==> src/rtl/core/fcd_pkg.sv <==
// Shared constants, types and helper functions for the formal context derivation unit.
package fcd_pkg;

    // Relation geometry
    localparam int MAX_SIZE = 64;
    localparam int IDX_W    = $clog2(MAX_SIZE);
    localparam int CFG_W    = 7;
    localparam int RES_W    = 64;
    localparam int SET_W    = 64;
    localparam int ROWIX_W  = 6;
    localparam int CMD_W    = 2;

    // Transaction commands
    typedef enum logic [CMD_W-1:0] {
        CMD_LOAD  = 2'd0,
        CMD_UP    = 2'd1,
        CMD_DOWN  = 2'd2,
        CMD_CLOSE = 2'd3
    } cmd_t;

    // Sequencer states
    typedef enum logic [1:0] {
        ST_IDLE,
        ST_SCAN,
        ST_DRAIN,
        ST_FINISH
    } state_t;

    // Sequencer to accumulator control
    typedef struct packed {
        logic             start;
        logic             step;
        logic [IDX_W-1:0] idx;
        logic             deliver;
    } acc_ctrl_t;

    // Clamp the configured size into 1..MAX_SIZE
    function automatic logic [CFG_W-1:0] eff_size(input logic [CFG_W-1:0] n);
        logic [CFG_W-1:0] r;
        r = n;
        if (n == '0)
            r = CFG_W'(1);
        else if (n > CFG_W'(MAX_SIZE))
            r = CFG_W'(MAX_SIZE);
        return r;
    endfunction

    // Low n bits set
    function automatic logic [MAX_SIZE-1:0] width_mask(input logic [CFG_W-1:0] n);
        logic [MAX_SIZE-1:0] m;
        for (int i = 0; i < MAX_SIZE; i++)
            m[i] = (CFG_W'(i) < n);
        return m;
    endfunction

endpackage

==> src/rtl/core/fcd_ram.sv <==
// Generic single-port-write, registered-read RAM.
module fcd_ram #(
    parameter int WIDTH = 64,
    parameter int DEPTH = 64
) (
    input  logic                     clk,
    input  logic                     wr_en,
    input  logic [$clog2(DEPTH)-1:0] wr_addr,
    input  logic [WIDTH-1:0]         wr_data,
    input  logic                     rd_en,
    input  logic [$clog2(DEPTH)-1:0] rd_addr,
    output logic [WIDTH-1:0]         rd_data
);

    logic [WIDTH-1:0] mem [DEPTH];

    // Write port
    always_ff @(posedge clk)
    begin
        if (wr_en)
            mem[wr_addr] <= wr_data;
    end

    // Registered read port
    always_ff @(posedge clk)
    begin
        if (rd_en)
            rd_data <= mem[rd_addr];
    end

endmodule

==> src/rtl/core/fcd_seq.sv <==
// Sequencer: walks the stored rows one per cycle for each query transaction.
module fcd_seq (
    input  logic                              clk,
    input  logic                              rst_n,
    input  logic                              in_valid,
    input  logic [fcd_pkg::CMD_W-1:0]         command,
    input  logic [fcd_pkg::CFG_W-1:0]         active_size,
    input  logic                              slot_free,
    output logic                              in_ready,
    output logic                              rd_en,
    output logic [fcd_pkg::IDX_W-1:0]         rd_addr,
    output logic [fcd_pkg::CFG_W-1:0]         size_eff,
    output fcd_pkg::acc_ctrl_t                ctrl
);

    fcd_pkg::state_t                 state_reg, state_next;
    logic [fcd_pkg::IDX_W-1:0]       cnt_reg, cnt_next;
    logic [fcd_pkg::CFG_W-1:0]       n_reg, n_next;
    logic                            proc_valid_reg;
    logic [fcd_pkg::IDX_W-1:0]       proc_idx_reg;
    logic                            query_acc;
    logic                            last_row;

    assign size_eff  = fcd_pkg::eff_size(active_size);
    assign query_acc = in_valid && (state_reg == fcd_pkg::ST_IDLE)
                       && (fcd_pkg::cmd_t'(command) != fcd_pkg::CMD_LOAD);
    assign last_row  = (fcd_pkg::CFG_W'(cnt_reg) == (n_reg - fcd_pkg::CFG_W'(1)));

    // Next state
    always_comb
    begin
        state_next = state_reg;
        cnt_next   = cnt_reg;
        n_next     = n_reg;
        case (state_reg)
            fcd_pkg::ST_IDLE:
            begin
                if (query_acc)
                begin
                    state_next = fcd_pkg::ST_SCAN;
                    cnt_next   = '0;
                    n_next     = size_eff;
                end
            end
            fcd_pkg::ST_SCAN:
            begin
                if (last_row)
                    state_next = fcd_pkg::ST_DRAIN;
                else
                    cnt_next = cnt_reg + fcd_pkg::IDX_W'(1);
            end
            fcd_pkg::ST_DRAIN:
                state_next = fcd_pkg::ST_FINISH;
            fcd_pkg::ST_FINISH:
            begin
                if (slot_free)
                    state_next = fcd_pkg::ST_IDLE;
            end
            default:
                state_next = fcd_pkg::ST_IDLE;
        endcase
    end

    // Outputs
    always_comb
    begin
        in_ready     = (state_reg == fcd_pkg::ST_IDLE);
        rd_en        = (state_reg == fcd_pkg::ST_SCAN);
        rd_addr      = cnt_reg;
        ctrl.start   = query_acc;
        ctrl.step    = proc_valid_reg;
        ctrl.idx     = proc_idx_reg;
        ctrl.deliver = (state_reg == fcd_pkg::ST_FINISH) && slot_free;
    end

    // State and counters
    always_ff @(posedge clk or negedge rst_n)
    begin
        if (!rst_n)
        begin
            state_reg      <= fcd_pkg::ST_IDLE;
            cnt_reg        <= '0;
            n_reg          <= fcd_pkg::CFG_W'(fcd_pkg::MAX_SIZE);
            proc_valid_reg <= 1'b0;
            proc_idx_reg   <= '0;
        end
        else
        begin
            state_reg      <= state_next;
            cnt_reg        <= cnt_next;
            n_reg          <= n_next;
            proc_valid_reg <= rd_en;
            proc_idx_reg   <= cnt_reg;
        end
    end

    // Scan never addresses a row past the active size
    a_scan_bound: assert property (@(posedge clk) disable iff (!rst_n)
        (state_reg == fcd_pkg::ST_SCAN) |-> (fcd_pkg::CFG_W'(cnt_reg) < n_reg))
        else $error("scan counter beyond active size");

    // A query transaction blocks the input until its result is handed off
    a_query_busy: assert property (@(posedge clk) disable iff (!rst_n)
        query_acc |=> !in_ready)
        else $error("input ready right after query accept");

endmodule

==> src/rtl/core/fcd_acc.sv <==
// Shared subset-compare and AND/OR accumulate unit plus the result register.
module fcd_acc (
    input  logic                               clk,
    input  logic                               rst_n,
    input  fcd_pkg::acc_ctrl_t                 ctrl,
    input  logic [fcd_pkg::CMD_W-1:0]          command,
    input  logic [fcd_pkg::SET_W-1:0]          set_bits,
    input  logic [fcd_pkg::CFG_W-1:0]          size_eff,
    input  logic [fcd_pkg::MAX_SIZE-1:0]       row,
    input  logic                               out_ready,
    output logic                               out_valid,
    output logic [fcd_pkg::RES_W-1:0]          result_set
);

    fcd_pkg::cmd_t                   cmd_reg;
    logic [fcd_pkg::MAX_SIZE-1:0]    q_reg;
    logic [fcd_pkg::MAX_SIZE-1:0]    mask_reg;
    logic [fcd_pkg::MAX_SIZE-1:0]    acc_reg, acc_next;
    logic [fcd_pkg::MAX_SIZE-1:0]    start_mask;
    logic                            out_valid_reg;
    logic [fcd_pkg::RES_W-1:0]       result_reg;
    logic                            contains;
    logic                            take;

    assign start_mask = fcd_pkg::width_mask(size_eff);

    // One subset test per row
    assign contains = ((q_reg & ~row) == '0);
    assign take     = (cmd_reg == fcd_pkg::CMD_UP) ? q_reg[ctrl.idx] : contains;

    // Accumulator update
    always_comb
    begin
        acc_next = acc_reg;
        if (ctrl.start)
        begin
            if (fcd_pkg::cmd_t'(command) == fcd_pkg::CMD_DOWN)
                acc_next = '0;
            else
                acc_next = '1;
        end
        else if (ctrl.step)
        begin
            if (cmd_reg == fcd_pkg::CMD_DOWN)
                acc_next[ctrl.idx] = contains;
            else if (take)
                acc_next = acc_reg & row;
        end
    end

    // Query operands and accumulator
    always_ff @(posedge clk)
    begin
        if (ctrl.start)
        begin
            cmd_reg  <= fcd_pkg::cmd_t'(command);
            q_reg    <= set_bits[fcd_pkg::MAX_SIZE-1:0] & start_mask;
            mask_reg <= start_mask;
        end
        acc_reg <= acc_next;
    end

    // Output register
    always_ff @(posedge clk or negedge rst_n)
    begin
        if (!rst_n)
            out_valid_reg <= 1'b0;
        else if (ctrl.deliver)
            out_valid_reg <= 1'b1;
        else if (out_ready)
            out_valid_reg <= 1'b0;
    end

    always_ff @(posedge clk)
    begin
        if (ctrl.deliver)
            result_reg <= fcd_pkg::RES_W'(acc_reg & mask_reg);
    end

    assign out_valid  = out_valid_reg;
    assign result_set = result_reg;

    // Result bits above the active size are always clear
    a_result_masked: assert property (@(posedge clk) disable iff (!rst_n)
        out_valid_reg |->
            ((result_reg[fcd_pkg::MAX_SIZE-1:0] & ~mask_reg) == '0))
        else $error("result has bits above active size");

endmodule

==> src/rtl/core/formal_context_derivation_unit.sv <==
// Top level of the formal context derivation unit: config, row store and glue.
// Load: the row is written at the accepting edge, no result.
// Query: the n rows (n = clamped active size) are read from the row RAM, one stored row
//   per cycle; the next transaction waits until the result is in the output register.
// Reset: active size 64, every row reads as zero through per-row valid flags,
//   no clearing pass; the block is ready as soon as reset is released.
module formal_context_derivation_unit (
    input  logic                                clk,
    input  logic                                rst_n,
    input  logic                                cfg_valid,
    output logic                                cfg_ready,
    input  logic [fcd_pkg::CFG_W-1:0]           cfg_data,
    input  logic                                in_valid,
    output logic                                in_ready,
    input  logic [fcd_pkg::CMD_W-1:0]           command,
    input  logic [fcd_pkg::ROWIX_W-1:0]         row_index,
    input  logic [fcd_pkg::SET_W-1:0]           set_bits,
    output logic                                out_valid,
    input  logic                                out_ready,
    output logic [fcd_pkg::RES_W-1:0]           result_set
);

    logic [fcd_pkg::CFG_W-1:0]       active_size_reg;
    logic [fcd_pkg::MAX_SIZE-1:0]    row_valid_reg;
    logic                            row_hit_reg;
    logic                            wr_en;
    logic                            load_ok;
    logic                            rd_en;
    logic [fcd_pkg::IDX_W-1:0]       rd_addr;
    logic [fcd_pkg::IDX_W-1:0]       wr_addr;
    logic [fcd_pkg::MAX_SIZE-1:0]    rd_data;
    logic [fcd_pkg::MAX_SIZE-1:0]    row;
    logic [fcd_pkg::CFG_W-1:0]       size_eff;
    logic                            slot_free;
    fcd_pkg::acc_ctrl_t              ctrl;

    // Configuration register
    assign cfg_ready = 1'b1;

    always_ff @(posedge clk or negedge rst_n)
    begin
        if (!rst_n)
            active_size_reg <= fcd_pkg::CFG_W'(64);
        else if (cfg_valid && cfg_ready)
            active_size_reg <= cfg_data;
    end

    // Row load decode
    assign load_ok = (fcd_pkg::CFG_W'(row_index) < fcd_pkg::CFG_W'(fcd_pkg::MAX_SIZE));
    assign wr_en   = in_valid && in_ready && load_ok
                     && (fcd_pkg::cmd_t'(command) == fcd_pkg::CMD_LOAD);
    assign wr_addr = row_index[fcd_pkg::IDX_W-1:0];

    // Per-row written flags; unwritten rows read as zero
    always_ff @(posedge clk or negedge rst_n)
    begin
        if (!rst_n)
            row_valid_reg <= '0;
        else if (wr_en)
            row_valid_reg[wr_addr] <= 1'b1;
    end

    always_ff @(posedge clk or negedge rst_n)
    begin
        if (!rst_n)
            row_hit_reg <= 1'b0;
        else if (rd_en)
            row_hit_reg <= row_valid_reg[rd_addr];
    end

    assign row = row_hit_reg ? rd_data : '0;

    // Output slot can take a new result
    assign slot_free = !out_valid || out_ready;

    fcd_ram #(
        .WIDTH (fcd_pkg::MAX_SIZE),
        .DEPTH (fcd_pkg::MAX_SIZE)
    ) u_ram (
        .clk     (clk),
        .wr_en   (wr_en),
        .wr_addr (wr_addr),
        .wr_data (set_bits[fcd_pkg::MAX_SIZE-1:0]),
        .rd_en   (rd_en),
        .rd_addr (rd_addr),
        .rd_data (rd_data)
    );

    fcd_seq u_seq (
        .clk         (clk),
        .rst_n       (rst_n),
        .in_valid    (in_valid),
        .command     (command),
        .active_size (active_size_reg),
        .slot_free   (slot_free),
        .in_ready    (in_ready),
        .rd_en       (rd_en),
        .rd_addr     (rd_addr),
        .size_eff    (size_eff),
        .ctrl        (ctrl)
    );

    fcd_acc u_acc (
        .clk        (clk),
        .rst_n      (rst_n),
        .ctrl       (ctrl),
        .command    (command),
        .set_bits   (set_bits),
        .size_eff   (size_eff),
        .row        (row),
        .out_ready  (out_ready),
        .out_valid  (out_valid),
        .result_set (result_set)
    );

    // A loaded row is marked written on the next cycle
    a_load_marks: assert property (@(posedge clk) disable iff (!rst_n)
        wr_en |=> row_valid_reg[$past(wr_addr)])
        else $error("loaded row not marked as written");

endmodule
==> config.mk <==
export PLATFORM = sky130hd
export DESIGN_NAME = formal_context_derivation_unit
export DESIGN_NICKNAME = d
export VERILOG_FILES = /design/src/rtl/core/fcd_pkg.sv /design/src/rtl/core/fcd_ram.sv /design/src/rtl/core/fcd_seq.sv /design/src/rtl/core/fcd_acc.sv /design/src/rtl/core/formal_context_derivation_unit.sv
export SDC_FILE = /design/constraint.sdc
export NUM_CORES = 2
export LEC_CHECK = 0
export BUFFER_PORTS_ARGS = -buffer_cell sky130_fd_sc_hd__buf_2
export CAP_MARGIN = 0
export CORE_UTILIZATION = 50
export CTS_BUF_LIST = sky130_fd_sc_hd__clkbuf_4 sky130_fd_sc_hd__clkbuf_8
export DETAILED_ROUTE_END_ITERATION = 12
export PLACE_DENSITY = 0.66
export SLEW_MARGIN = 20
export SYNTH_ARGS = -nofsm -noshare
export SYNTH_HDL_FRONTEND = slang
export SYNTH_SLANG_ARGS = --single-unit
==> constraint.sdc <==
create_clock -name clk -period 6.8 [get_ports clk]
set_input_delay 1.36 -clock clk [delete_from_list [all_inputs] [get_ports clk]]
set_output_delay 1.36 -clock clk [all_outputs]
set_load 0.05 [all_outputs]
==> results.sh <==
export IMPL_post_cts_setup_buffers=0
export IMPL_die_height_um=591.7
export IMPL_synth_common_cells="edfxtp_1, mux4_2, clkbuf_1, nor2_1, and2_1"
export IMPL_drtIter0Drc=11680
export IMPL_synth_top_area_frac=0.7629
export IMPL_wl_per_cell_um=37.44
export IMPL_finalHoldViolCount=0
export IMPL_synthTopCellsByArea="edfxtp_1, mux4_2, dfrtp_1"
export IMPL_p_total_mw=54.23
export IMPL_netlist_area_um2=173900
export IMPL_port_buffers=149
export IMPL_largest_reg_flops=4096
export IMPL_ys_seq_elements=4513
export IMPL_multi_input_area_um2=37530
export IMPL_max_clock_path_buffers=4
export IMPL_vias_per_cell=6.448
export IMPL_fin_nets=8117
export IMPL_seq_area_frac_synth=0.7766
export IMPL_die_w_um=591.7
export IMPL_cts_root_buf="clkbuf_8"
export IMPL_skew_ps=74.04
export IMPL_avgSynthCellArea_um2=23.80
export IMPL_stdcell_area_um2=196200
export IMPL_critPathRequiredTime_ps=7810
export IMPL_fin_ws_ps=1696
export IMPL_cpMostUsedCell="nand4_1"
export IMPL_row_count=216
export IMPL_wl_mm=494.1
export IMPL_worst_pin_slew_ps=1245
export IMPL_vias=85100
export IMPL_cts_sinks=4513
export IMPL_grt_max_degree=135
export IMPL_dp_hpwl_mm=285.8
export IMPL_status="complete, no violations"
export IMPL_arrival_ps=6120
export IMPL_crit_slowest_cell="dfrtp_4"
export IMPL_clk_latency_ps=1250
export IMPL_numCtsBuffers=710
export IMPL_synth_edf_count=4418
export IMPL_register_area_um2=135100
export IMPL_final_layout_size_suffix_gt1_frac=0.3608
export IMPL_hold_path_class="input pin to asynchronous set/reset pin"
export IMPL_ys_types=60
export IMPL_vdd_drop_max_uv=233.7
export IMPL_grt_pass1_vias=86150
export IMPL_post_dp_cell_area_um2=182000
export IMPL_drv_slew=0
export IMPL_synth_area_leader_cell="edfxtp_1"
export IMPL_grt_pass1_wl_mm=683.3
export IMPL_cp_end_kind="flip-flop"
export IMPL_grt_overflow=0
export IMPL_worst_setup_path_start_kind="flip-flop"
export IMPL_place_ws_ps=1621
export IMPL_fmaxAchievable_mhz=195.9
export IMPL_maxCapViolCount=0
export IMPL_yosysMostFrequentCell="edfxtp_1"
export IMPL_critical_path_class="flip-flop to flip-flop"
export IMPL_period_needed_ps=5104
export IMPL_drc=0
export IMPL_fillers=24990
export IMPL_largest_register="u_ram.mem"
export IMPL_fin_util=0.5668
export IMPL_instances_no_fill=13200
export IMPL_initial_core_util=0.5023
export IMPL_path_max_fanout=81
export IMPL_crit_chain="buf_4 > a21boi_0 > a2111oi_1 > nand4_1 > nor4_4 > nand4_1 > o221ai_1"
export IMPL_max_slew_margin=0.1684
export IMPL_clk_pin_slew_worst_paths_ps=60
export IMPL_syn2layout_area_growth_pct=12.83
export IMPL_antenna_found_initial=65
export IMPL_ioPinCount=151
export IMPL_fin_setup_tns_ps=0
export IMPL_synthCells=7308
export IMPL_hold_buffers=0
export IMPL_gr_usage_all_layers=0.2828
export IMPL_core_um2=346200
export IMPL_cts_htree_levels=6
export IMPL_power_density_nw_per_um2=276.4
export IMPL_synth_warnings=0
export IMPL_holdWs_ps=112.5
export IMPL_place_gp_congestion=0.9319
export IMPL_synth_main_ff_cell="edfxtp_1"
export IMPL_leakage_nw=61.49
export IMPL_setup_violations=0
export IMPL_cts_tree="built"
export IMPL_synthArstFlopShare=0.02105
export IMPL_cpPeakStageDelay_ps=1040
export IMPL_period_share=0.7506
export IMPL_rsz0062_at_grt="false"
export IMPL_path_buf_inv=1
export IMPL_first_pass_iters=8
export IMPL_place_inst=11890
export IMPL_postRouteAntennaNets=0
export IMPL_ctsResizeCount=0
export IMPL_die_area_um2=350200
export IMPL_path_delay_family="simple AND/OR/NAND/NOR gates"
## final cells by class
type / instances / share of cell area
Antenna cell: 28 / 0.0003571
Clock buffer: 988 / 0.06111
Clock inverter: 288 / 0.01089
Inverter: 20 / 0.0004336
Multi-Input combinational cell: 2354 / 0.1913
Sequential cell: 4513 / 0.6884
Tap cell: 4578 / 0.02919
Timing Repair Buffer: 428 / 0.01839
## cells by family after synthesis
logic type | after synthesis | synth area share
AOI/OAI and AO/OA | 345 | 0.01470
other | 1 | 0.00002156
muxes | 1398 | 0.1793
buffers and inverters | 442 | 0.01080
xor gates and xnor gates | 8 | 0.0004029
and+or+nand+nor | 595 | 0.01772
adders and majority gates | 6 | 0.0004317
DFF | 4513 | 0.7766
## metal layers
metal	track usage	wire, um	vias up
li1	-	-	33090
met1	0.3846	186400	46090
met2	0.4503	239000	4931
met3	0.05004	43230	971
met4	0.1329	25380	20
met5	0	143	-
## final timing paths
kind | start | endpoint | slack, ps | cells past startpoint
max in group asynchronous | rst_n | row_hit_reg | 5280 | 2
setup / recovery | row_hit_reg | u_acc.acc_reg[60] | 1700 | 7
hold reg to reg | row_valid_reg[23] | row_valid_reg[23] | 470 | 1
hold / removal | rst_n | u_seq.state_reg[1] | 110 | 1
setup reg to reg | row_hit_reg | u_acc.acc_reg[60] | 1700 | 7
min in group clk | command[1] | u_acc.cmd_reg[1] | 420 | 1
## cells in the final DEF, fill, tap and decap left out, types with 8 or more instances in the layout
cell	instances
a2111oi_0	14
a21boi_0	50
a21o_1	24
a21oi_1	12
and2_1	127
buf_12	58
buf_2	140
buf_4	229
bufinv_16	19
clkbuf_4	257
clkbuf_8	731
clkinv_1	150
clkinv_2	65
clkinvlp_4	15
dfrtp_1	87
diode_2	28
edfxtp_1	4418
inv_1	18
inv_12	11
inv_6	8
inv_8	9
mux2_2	11
mux2i_1	14
mux4_2	1373
nand2_1	77
nand2b_1	27
nand3_1	85
nand3b_1	11
nand4_1	9
nor2_1	90
nor2_4	65
nor2b_1	9
o21ai_0	84
o221ai_1	64
o41ai_1	64
or2_2	69
## power by group
part,internal [mW],switching [mW]
clock,12.2,10.8
combinational,0.0935,0.614
sequential,30.5,0.00721
total,42.8,11.4
No activity file was read; power rests on OpenSTA's default activity.
